[src/hdl/utf8d_pkg.sv]
`timescale 1ns / 1ps
// utf8d_pkg: shared types and constants for the streaming utf-8 decoder
// used by utf8_stream_decoder and its port checker; no dependencies

package utf8d_pkg;

	localparam int CpWidth = 21;

	typedef enum logic [2:0] {
		ST_OK        = 3'd0,
		ST_BAD_LEAD  = 3'd1,
		ST_BAD_CONT  = 3'd2,
		ST_TRUNC     = 3'd3,
		ST_RANGE     = 3'd4,
		ST_OVERLONG  = 3'd5
	} status_t;

	typedef struct packed {
		logic [CpWidth-1:0] cp;
		status_t            st;
		logic               last;
	} result_t;

	localparam logic [CpWidth-1:0] SurrLo   = 21'h00D800;
	localparam logic [CpWidth-1:0] SurrHi   = 21'h00E000;
	localparam logic [CpWidth-1:0] CpLimit  = 21'h110000;
	localparam logic [CpWidth-1:0] Bound2   = 21'h000080;
	localparam logic [CpWidth-1:0] Bound3   = 21'h000800;
	localparam logic [CpWidth-1:0] Bound4   = 21'h010000;

endpackage

[src/hdl/utf8_stream_decoder.sv]
`timescale 1ns / 1ps
// utf8_stream_decoder: byte-at-a-time utf-8 decoder with validation
// depends on utf8d_pkg
//
// usage:
//   byte channel: text_byte and end_of_text, with byte_valid / byte_stall.
//   an item is taken at a clock edge with valid high and stall low.
//   result channel: code_point, status, last_of_run, with result_valid /
//   result_stall. each byte gives zero, one or two results; last_of_run
//   marks the final result caused by a byte.
// timing:
//   an accepted byte sits in the input register, then the decode logic
//   writes all its results together into a two-entry result queue and the
//   first is shown at the queue head; a second result from the same byte
//   follows once the first is taken.
//   one byte per cycle is sustained while the receiver takes results; a byte
//   that gives two results holds the input register only while the queue
//   lacks room for both.
// stall / reset:
//   when the receiver stalls, the queue fills and byte_stall rises as soon as
//   the pending byte cannot place all its results; nothing is dropped.
//   arst_n clears the open sequence, the input register and the queue.

module utf8_stream_decoder (
	input  logic                           clk,
	input  logic                           arst_n,
	input  logic                           byte_valid,
	output logic                           byte_stall,
	input  logic [7:0]                     text_byte,
	input  logic                           end_of_text,
	output logic                           result_valid,
	input  logic                           result_stall,
	output logic [utf8d_pkg::CpWidth-1:0]  code_point,
	output utf8d_pkg::status_t             status,
	output logic                           last_of_run
);
	import utf8d_pkg::*;

	// input register
	logic        valid_s1;
	logic [7:0]  byte_s1;
	logic        eot_s1;

	// open sequence state
	logic [CpWidth-1:0] pv_q;
	logic [1:0]         rem_q;
	logic [2:0]         len_q;

	// result queue
	result_t    ent_q [2];
	result_t    ent_d [2];
	logic [1:0] cnt_q;
	logic [1:0] cnt_d;

	// decode outputs
	result_t            r0, r1;
	logic [1:0]         n_res;
	logic [CpWidth-1:0] pv_d;
	logic [1:0]         rem_d;
	logic [2:0]         len_d;

	// start-of-sequence handling of the byte
	logic               s_emit;
	logic [CpWidth-1:0] s_cp;
	status_t            s_st;
	logic [CpWidth-1:0] s_pv;
	logic [1:0]         s_rem;
	logic [2:0]         s_len;

	logic               is_cont;
	logic [CpWidth-1:0] pv_cat;
	logic [1:0]         rem_dec;

	logic       pop, proc;
	logic [1:0] base;
	logic [2:0] fill;

	function automatic status_t check_value(input logic [CpWidth-1:0] cp,
	                                        input logic [2:0] len);
		logic [2:0] need;
		begin
			need = 3'd1 + {2'b00, cp >= Bound2} + {2'b00, cp >= Bound3}
			     + {2'b00, cp >= Bound4};
			if ((cp >= SurrLo && cp < SurrHi) || cp >= CpLimit) begin
				check_value = ST_RANGE;
			end else if (need != len) begin
				check_value = ST_OVERLONG;
			end else begin
				check_value = ST_OK;
			end
		end
	endfunction

	always_comb begin
		s_emit = 1'b0;
		s_cp   = '0;
		s_st   = ST_OK;
		s_pv   = '0;
		s_rem  = 2'd0;
		s_len  = 3'd0;
		if (!byte_s1[7]) begin
			s_emit = 1'b1;
			s_cp   = {{(CpWidth-8){1'b0}}, byte_s1};
		end else if (byte_s1 < 8'hC0 || byte_s1 >= 8'hF8) begin
			s_emit = 1'b1;
			s_st   = ST_BAD_LEAD;
		end else begin
			if (byte_s1 >= 8'hF0) begin
				s_len = 3'd4;
				s_pv  = {{(CpWidth-3){1'b0}}, byte_s1[2:0]};
			end else if (byte_s1 >= 8'hE0) begin
				s_len = 3'd3;
				s_pv  = {{(CpWidth-4){1'b0}}, byte_s1[3:0]};
			end else begin
				s_len = 3'd2;
				s_pv  = {{(CpWidth-5){1'b0}}, byte_s1[4:0]};
			end
			s_rem = s_len[1:0] - 2'd1;
			// truncated right at the lead byte
			if (eot_s1) begin
				s_emit = 1'b1;
				s_st   = ST_TRUNC;
				s_pv   = '0;
				s_rem  = 2'd0;
				s_len  = 3'd0;
			end
		end
	end

	assign is_cont = (byte_s1[7:6] == 2'b10);
	assign pv_cat  = {pv_q[CpWidth-7:0], byte_s1[5:0]};
	assign rem_dec = rem_q - 2'd1;

	always_comb begin
		r0    = '{cp: '0, st: ST_OK, last: 1'b1};
		r1    = '{cp: '0, st: ST_OK, last: 1'b1};
		n_res = 2'd0;
		pv_d  = pv_q;
		rem_d = rem_q;
		len_d = len_q;
		if (rem_q == 2'd0) begin
			r0.cp = s_cp;
			r0.st = s_st;
			n_res = {1'b0, s_emit};
			pv_d  = s_pv;
			rem_d = s_rem;
			len_d = s_len;
		end else if (is_cont) begin
			pv_d  = pv_cat;
			rem_d = rem_dec;
			if (rem_dec == 2'd0) begin
				r0.st = check_value(pv_cat, len_q);
				r0.cp = (r0.st == ST_OK) ? pv_cat : '0;
				n_res = 2'd1;
				pv_d  = '0;
				len_d = 3'd0;
			end else if (eot_s1) begin
				r0.st = ST_TRUNC;
				n_res = 2'd1;
				pv_d  = '0;
				rem_d = 2'd0;
				len_d = 3'd0;
			end
		end else begin
			// broken sequence, then the byte starts over
			r0.st   = ST_BAD_CONT;
			r0.last = ~s_emit;
			r1.cp   = s_cp;
			r1.st   = s_st;
			n_res   = s_emit ? 2'd2 : 2'd1;
			pv_d    = s_pv;
			rem_d   = s_rem;
			len_d   = s_len;
		end
	end

	assign result_valid = (cnt_q != 2'd0);
	assign pop          = result_valid & ~result_stall;
	assign base         = cnt_q - {1'b0, pop};
	assign fill         = {1'b0, base} + {1'b0, n_res};
	assign proc         = valid_s1 & (fill <= 3'd2);
	assign byte_stall   = valid_s1 & ~proc;

	assign code_point  = ent_q[0].cp;
	assign status      = ent_q[0].st;
	assign last_of_run = ent_q[0].last;

	always_comb begin
		ent_d[0] = ent_q[0];
		ent_d[1] = ent_q[1];
		cnt_d    = base;
		if (pop) begin
			ent_d[0] = ent_q[1];
		end
		if (proc) begin
			cnt_d = fill[1:0];
			if (n_res != 2'd0) begin
				ent_d[base[0]] = r0;
			end
			if (n_res == 2'd2) begin
				ent_d[1] = r1;
			end
		end
	end

	always_ff @(posedge clk or negedge arst_n) begin
		if (!arst_n) begin
			valid_s1 <= 1'b0;
			cnt_q    <= 2'd0;
			pv_q     <= '0;
			rem_q    <= 2'd0;
			len_q    <= 3'd0;
		end else begin
			cnt_q <= cnt_d;
			if (proc) begin
				pv_q  <= pv_d;
				rem_q <= rem_d;
				len_q <= len_d;
			end
			if (!byte_stall) begin
				valid_s1 <= byte_valid;
			end
		end
	end

	always_ff @(posedge clk) begin
		ent_q[0] <= ent_d[0];
		ent_q[1] <= ent_d[1];
		if (byte_valid && !byte_stall) begin
			byte_s1 <= text_byte;
			eot_s1  <= end_of_text;
		end
	end

endmodule

[config.mk]
export PLATFORM = sky130hd
export DESIGN_NAME = utf8_stream_decoder
export DESIGN_NICKNAME = d
export VERILOG_FILES = /design/src/hdl/utf8d_pkg.sv /design/src/hdl/utf8_stream_decoder.sv
export SDC_FILE = /design/constraint.sdc
export NUM_CORES = 1
export LEC_CHECK = 0
export BUFFER_PORTS_ARGS = -buffer_cell sky130_fd_sc_hd__buf_2
export CAP_MARGIN = 20
export CORE_ASPECT_RATIO = 1.2
export CORE_MARGIN = 2
export CORE_UTILIZATION = 59
export DETAILED_ROUTE_END_ITERATION = 8
export GPL_TIMING_DRIVEN = 0
export PLACE_DENSITY = 0.8
export SLEW_MARGIN = 20
export SYNTH_ARGS = -nofsm -noshare
export SYNTH_HDL_FRONTEND = slang
export SYNTH_SLANG_ARGS = --single-unit
[constraint.sdc]
create_clock -name clk -period 5 [get_ports clk]
set_clock_uncertainty 0.15 [all_clocks]
set_input_delay 0.75 -clock clk [delete_from_list [all_inputs] [get_ports clk]]
set_output_delay 0.75 -clock clk [all_outputs]
set_load 0.01 [all_outputs]
==> impl_metrics.env <==
export IMPL_final_total_power_uw=3710
export IMPL_cts_resized_gates=0
export IMPL_worstPathMaxFanout=10
export IMPL_synthesized_area_fraction_occupied_by_xor_and_xnor_cells=0.00886
export IMPL_crit_path_kind="flop to output pin"
export IMPL_area_growth_pct=13.5
export IMPL_clock_root_buffer="sky130_fd_sc_hd__clkbuf_8"
export IMPL_tritoncts="built"
export IMPL_start_util=0.613
export IMPL_net_count_of_the_mapped_netlist=389
export IMPL_outcome="finished, final reports clean"
export IMPL_ios=40
export IMPL_clk_path_buf_depth=2
export IMPL_critPathMostFrequentCell="sky130_fd_sc_hd__inv_1"
export IMPL_power_leakage_uw=0.00193
export IMPL_design_die_area_sq_mm=0.00738
export IMPL_vdd_ir_drop_worst_mv=0.604
export IMPL_number_of_rows_in_the_core_area=32
export IMPL_tightestPinTransition_ps=937
export IMPL_final_min_clock_period_ps=4660
export IMPL_syn_avg_cell_area_sq_um=10.7
export IMPL_synth_commonest_cells="sky130_fd_sc_hd__edfxtp_1, sky130_fd_sc_hd__o21ai_0, sky130_fd_sc_hd__a22o_1"
export IMPL_setup_viol_count_final=0
export IMPL_sequentialPowerShare=0.356
export IMPL_cp_cell_sequence="inv_1 > ha_1 > buf_2 > inv_1 > nor4b_1 > a211oi_1 > ha_1 > inv_1 > fa_1 > o21ai_0 > nand2_1 > inv_1 > buf_2"
export IMPL_core_area_sq_mm=0.00645
export IMPL_yosys_most_used_dff="sky130_fd_sc_hd__edfxtp_1"
export IMPL_timing_critical_path_from_type="flop"
export IMPL_critical_path_n_buffers_inverters=6
export IMPL_routed_via_count=3047
export IMPL_cts_post_setup_buffers_inserted=0
export IMPL_crit_reg2reg_launch="cnt_q[1]"
export IMPL_routedWlPerCell_um=17.6
export IMPL_critical_path_reg2reg_endpoint="ent_q[0][23]"
export IMPL_synth_area_leaders="sky130_fd_sc_hd__edfxtp_1, sky130_fd_sc_hd__dfrtp_1, sky130_fd_sc_hd__dfxtp_1"
export IMPL_grt_total_usage=0.260
export IMPL_drc=0
export IMPL_clk_pin_slew_worst_paths_ps=90
export IMPL_gpl_final_weighted_congestion=0.894
export IMPL_rr_worst_depth=14
export IMPL_power_internal_uw=2130
export IMPL_max_clock_freq_ghz=0.215
export IMPL_path_delay_family="simple AND/OR/NAND/NOR gates"
export IMPL_hold_buffers=0
export IMPL_initialDrtViolationCount=315
export IMPL_timing_critical_path_required_ps=4100
export IMPL_p_sw_frac=0.425
export IMPL_holdCritPathClass="input port to asynchronous set/reset pin"
export IMPL_number_of_global_route_vias_before_repair=2989
export IMPL_power_combinational_fraction=0.499
export IMPL_psw_uw=1570
export IMPL_report_final_slew_viol_count=0
export IMPL_synth_edff_count=34
export IMPL_max_cap_viol_count=0
export IMPL_max_slew_headroom=0.367
export IMPL_postRouteAntennaNets=0
export IMPL_clockPowerShare=0.145
export IMPL_fin_nets=438
export IMPL_power_dens_cells_mw_per_mm2=826
export IMPL_fin_crit_sh=0.932
export IMPL_grt_setup_unrepaired="no"
export IMPL_die_width_um=78.7
export IMPL_biggest_cell_delay_along_the_critical_path_ps=830
export IMPL_synth_top_area_frac=0.258
export IMPL_drt_vias_per_instance=6.01
export IMPL_ys_seq_elements=82
export IMPL_synth_yosys_warnings=0
export IMPL_endpoint_kind="output pin"
export IMPL_grt_pass1_wl_mm=14.5
export IMPL_cts_htree_levels=3
export IMPL_synthesized_instance_count=368
export IMPL_synth_area_leader_cell="sky130_fd_sc_hd__edfxtp_1"
export IMPL_port_buffer_count=39
export IMPL_tritoncts_num_buffers=9
export IMPL_worst_endpoint_arrival_ps=3760
export IMPL_placed_wire_length_estimate_after_detailed_placement_mm=6.24
export IMPL_drive_above_1_share=0.218
export IMPL_yosys_mux_area_fraction=0.0589
export IMPL_synth_compound_gate_area_share=0.170
export IMPL_synth_seq_area_share=0.530
export IMPL_synth_distinct_cells=48
export IMPL_post_route_util=0.696
export IMPL_post_synth_simple_gate_area=0.127
export IMPL_clock_insertion_delay_at_the_later_pin_of_the_skew_report_ps=350
export IMPL_cp_num_cells=13
export IMPL_die_h_um=93.7
export IMPL_post_synth_top_count_cell="sky130_fd_sc_hd__edfxtp_1"
export IMPL_detail_route_first_pass_iterations=5
export IMPL_antenna_violations_before_repair=0
export IMPL_totalWireLength_mm=8.90
export IMPL_num_antenna_cells=0
export IMPL_grt_overflow_total=0
export IMPL_dominant_combinational_cell_family_by_area_after_synthesis="compound AO/OA/AOI/OAI gates"
export IMPL_yosys_area_share_adder=0.0272
export IMPL_worst_setup_path_end="byte_stall"
export IMPL_syn_cell_area_sq_mm=0.00395
export IMPL_worst_setup_path_startpoint="rem_q[0]"
export IMPL_synth_async_sr_flop_share=0.280
export IMPL_report_final_hold_viol_count=0
export IMPL_worst_path_max_delay_cell="sky130_fd_sc_hd__nor4b_1"
export IMPL_cts_sinks=82
export IMPL_largest_net_degree_at_the_start_of_global_routing=26
export IMPL_dpl_cell_count=492
export IMPL_ff2ff_setup_slack_ps=490
export IMPL_layout_cells_non_filler=507
## stage by stage
step / area [sq um] / setup WS (ps) / hold slack (ps) / TNS [ps]
final: 4490 / 338 / 220 / 0
after global routing: 4490 / 69.2 / 243 / 0
after floorplan: 3950 / 536 / 300 / 0
after global placement: 4260 / -670 / 315 / -16730
after detailed placement: 4260 / 192 / 331 / 0
after CTS: 4490 / 298 / 225 / 0
## logic make-up (layout without fill, tap and decap cells)
group,after synthesis,after routing
mux,23,23
buf+inv,56,110
xor+xnor,4,4
simple gates,97,97
compound gates,98,98
fa+ha+maj,8,8
flops,82,82
## power groups by stage
stage / Combinational (uW) / Clock (uW) / Sequential [uW]
2_1_floorplan: 1320 / 0 / 1270
3_5_place_dp: 1820 / 0 / 1330
6_report: 1850 / 536 / 1320
4_1_cts: 1840 / 541 / 1320
3_3_place_gp: 1760 / 0 / 1330
5_1_grt: 2040 / 573 / 1360
## registers in the layout, summed over array words and instances, names as in the netlist
signal and count:
rem_q 2, cnt_q 2, valid_s1 1, byte_s1 8, len_q 3, pv_q 15
ent_q 50, eot_s1 1
## worst reg2reg max path, cell delays in order, from the launching register on
cell and delay (ps):
sky130_fd_sc_hd__dfrtp_1 390, sky130_fd_sc_hd__or2_2 310, sky130_fd_sc_hd__nand2b_1 80, sky130_fd_sc_hd__clkbuf_1 350
sky130_fd_sc_hd__inv_1 210, sky130_fd_sc_hd__ha_1 450, sky130_fd_sc_hd__inv_1 230, sky130_fd_sc_hd__ha_1 190
sky130_fd_sc_hd__inv_1 60, sky130_fd_sc_hd__fa_1 520, sky130_fd_sc_hd__o211ai_1 190, sky130_fd_sc_hd__nor4_1 470
sky130_fd_sc_hd__buf_2 350, sky130_fd_sc_hd__buf_2 310, sky130_fd_sc_hd__o21ai_0 140
## how the worst min path moves through the flow
| stage | end | slack, ps |
|---|---|---|
| after global routing | pv_q[0] | 240 |
| after CTS | pv_q[0] | 230 |
| final | pv_q[0] | 220 |
| after floorplan | cnt_q[0] | 300 |
| after detailed placement | rem_q[1] | 330 |
| after global placement | rem_q[1] | 310 |
## routing by layer
metal	routed length (um)	track usage	share of wire
met5	0	0	0
met4	364	0.151	0.041
met3	534	0.0615	0.060
met2	4410	0.427	0.49
met1	3600	0.312	0.40
## cells in the final DEF (no fill, tap or decap), types with 3 or more instances in the layout
master                     count
sky130_fd_sc_hd__clkbuf_8     10
sky130_fd_sc_hd__a22o_1       30
sky130_fd_sc_hd__a211oi_1      5
sky130_fd_sc_hd__a21oi_1      11
sky130_fd_sc_hd__buf_2        44
sky130_fd_sc_hd__ha_1          7
sky130_fd_sc_hd__dfxtp_1      25
sky130_fd_sc_hd__nand2_1      24
sky130_fd_sc_hd__nand4_1       3
sky130_fd_sc_hd__buf_4        24
sky130_fd_sc_hd__and2_1        5
sky130_fd_sc_hd__mux2i_1      21
sky130_fd_sc_hd__nor2_1       15
sky130_fd_sc_hd__o21ai_1       4
sky130_fd_sc_hd__edfxtp_1     34
sky130_fd_sc_hd__nor2b_1       3
sky130_fd_sc_hd__clkbuf_1     13
sky130_fd_sc_hd__o21ai_0      33
sky130_fd_sc_hd__inv_1        11
sky130_fd_sc_hd__nand3_1      25
sky130_fd_sc_hd__nand2b_1      5
sky130_fd_sc_hd__xnor2_1       4
sky130_fd_sc_hd__dfrtp_1      23
## final cells by class
type	instances	area, sq um
Sequential cell	82	2100
Fill cell	471	1960
Multi-Input combinational cell	230	1560
Buffer	44	263
Timing Repair Buffer	39	195
Clock buffer	10	138
Tap cell	85	106
Clock inverter	6	88.8
Inverter	11	41.3
No activity file was read; power rests on OpenSTA's default activity.
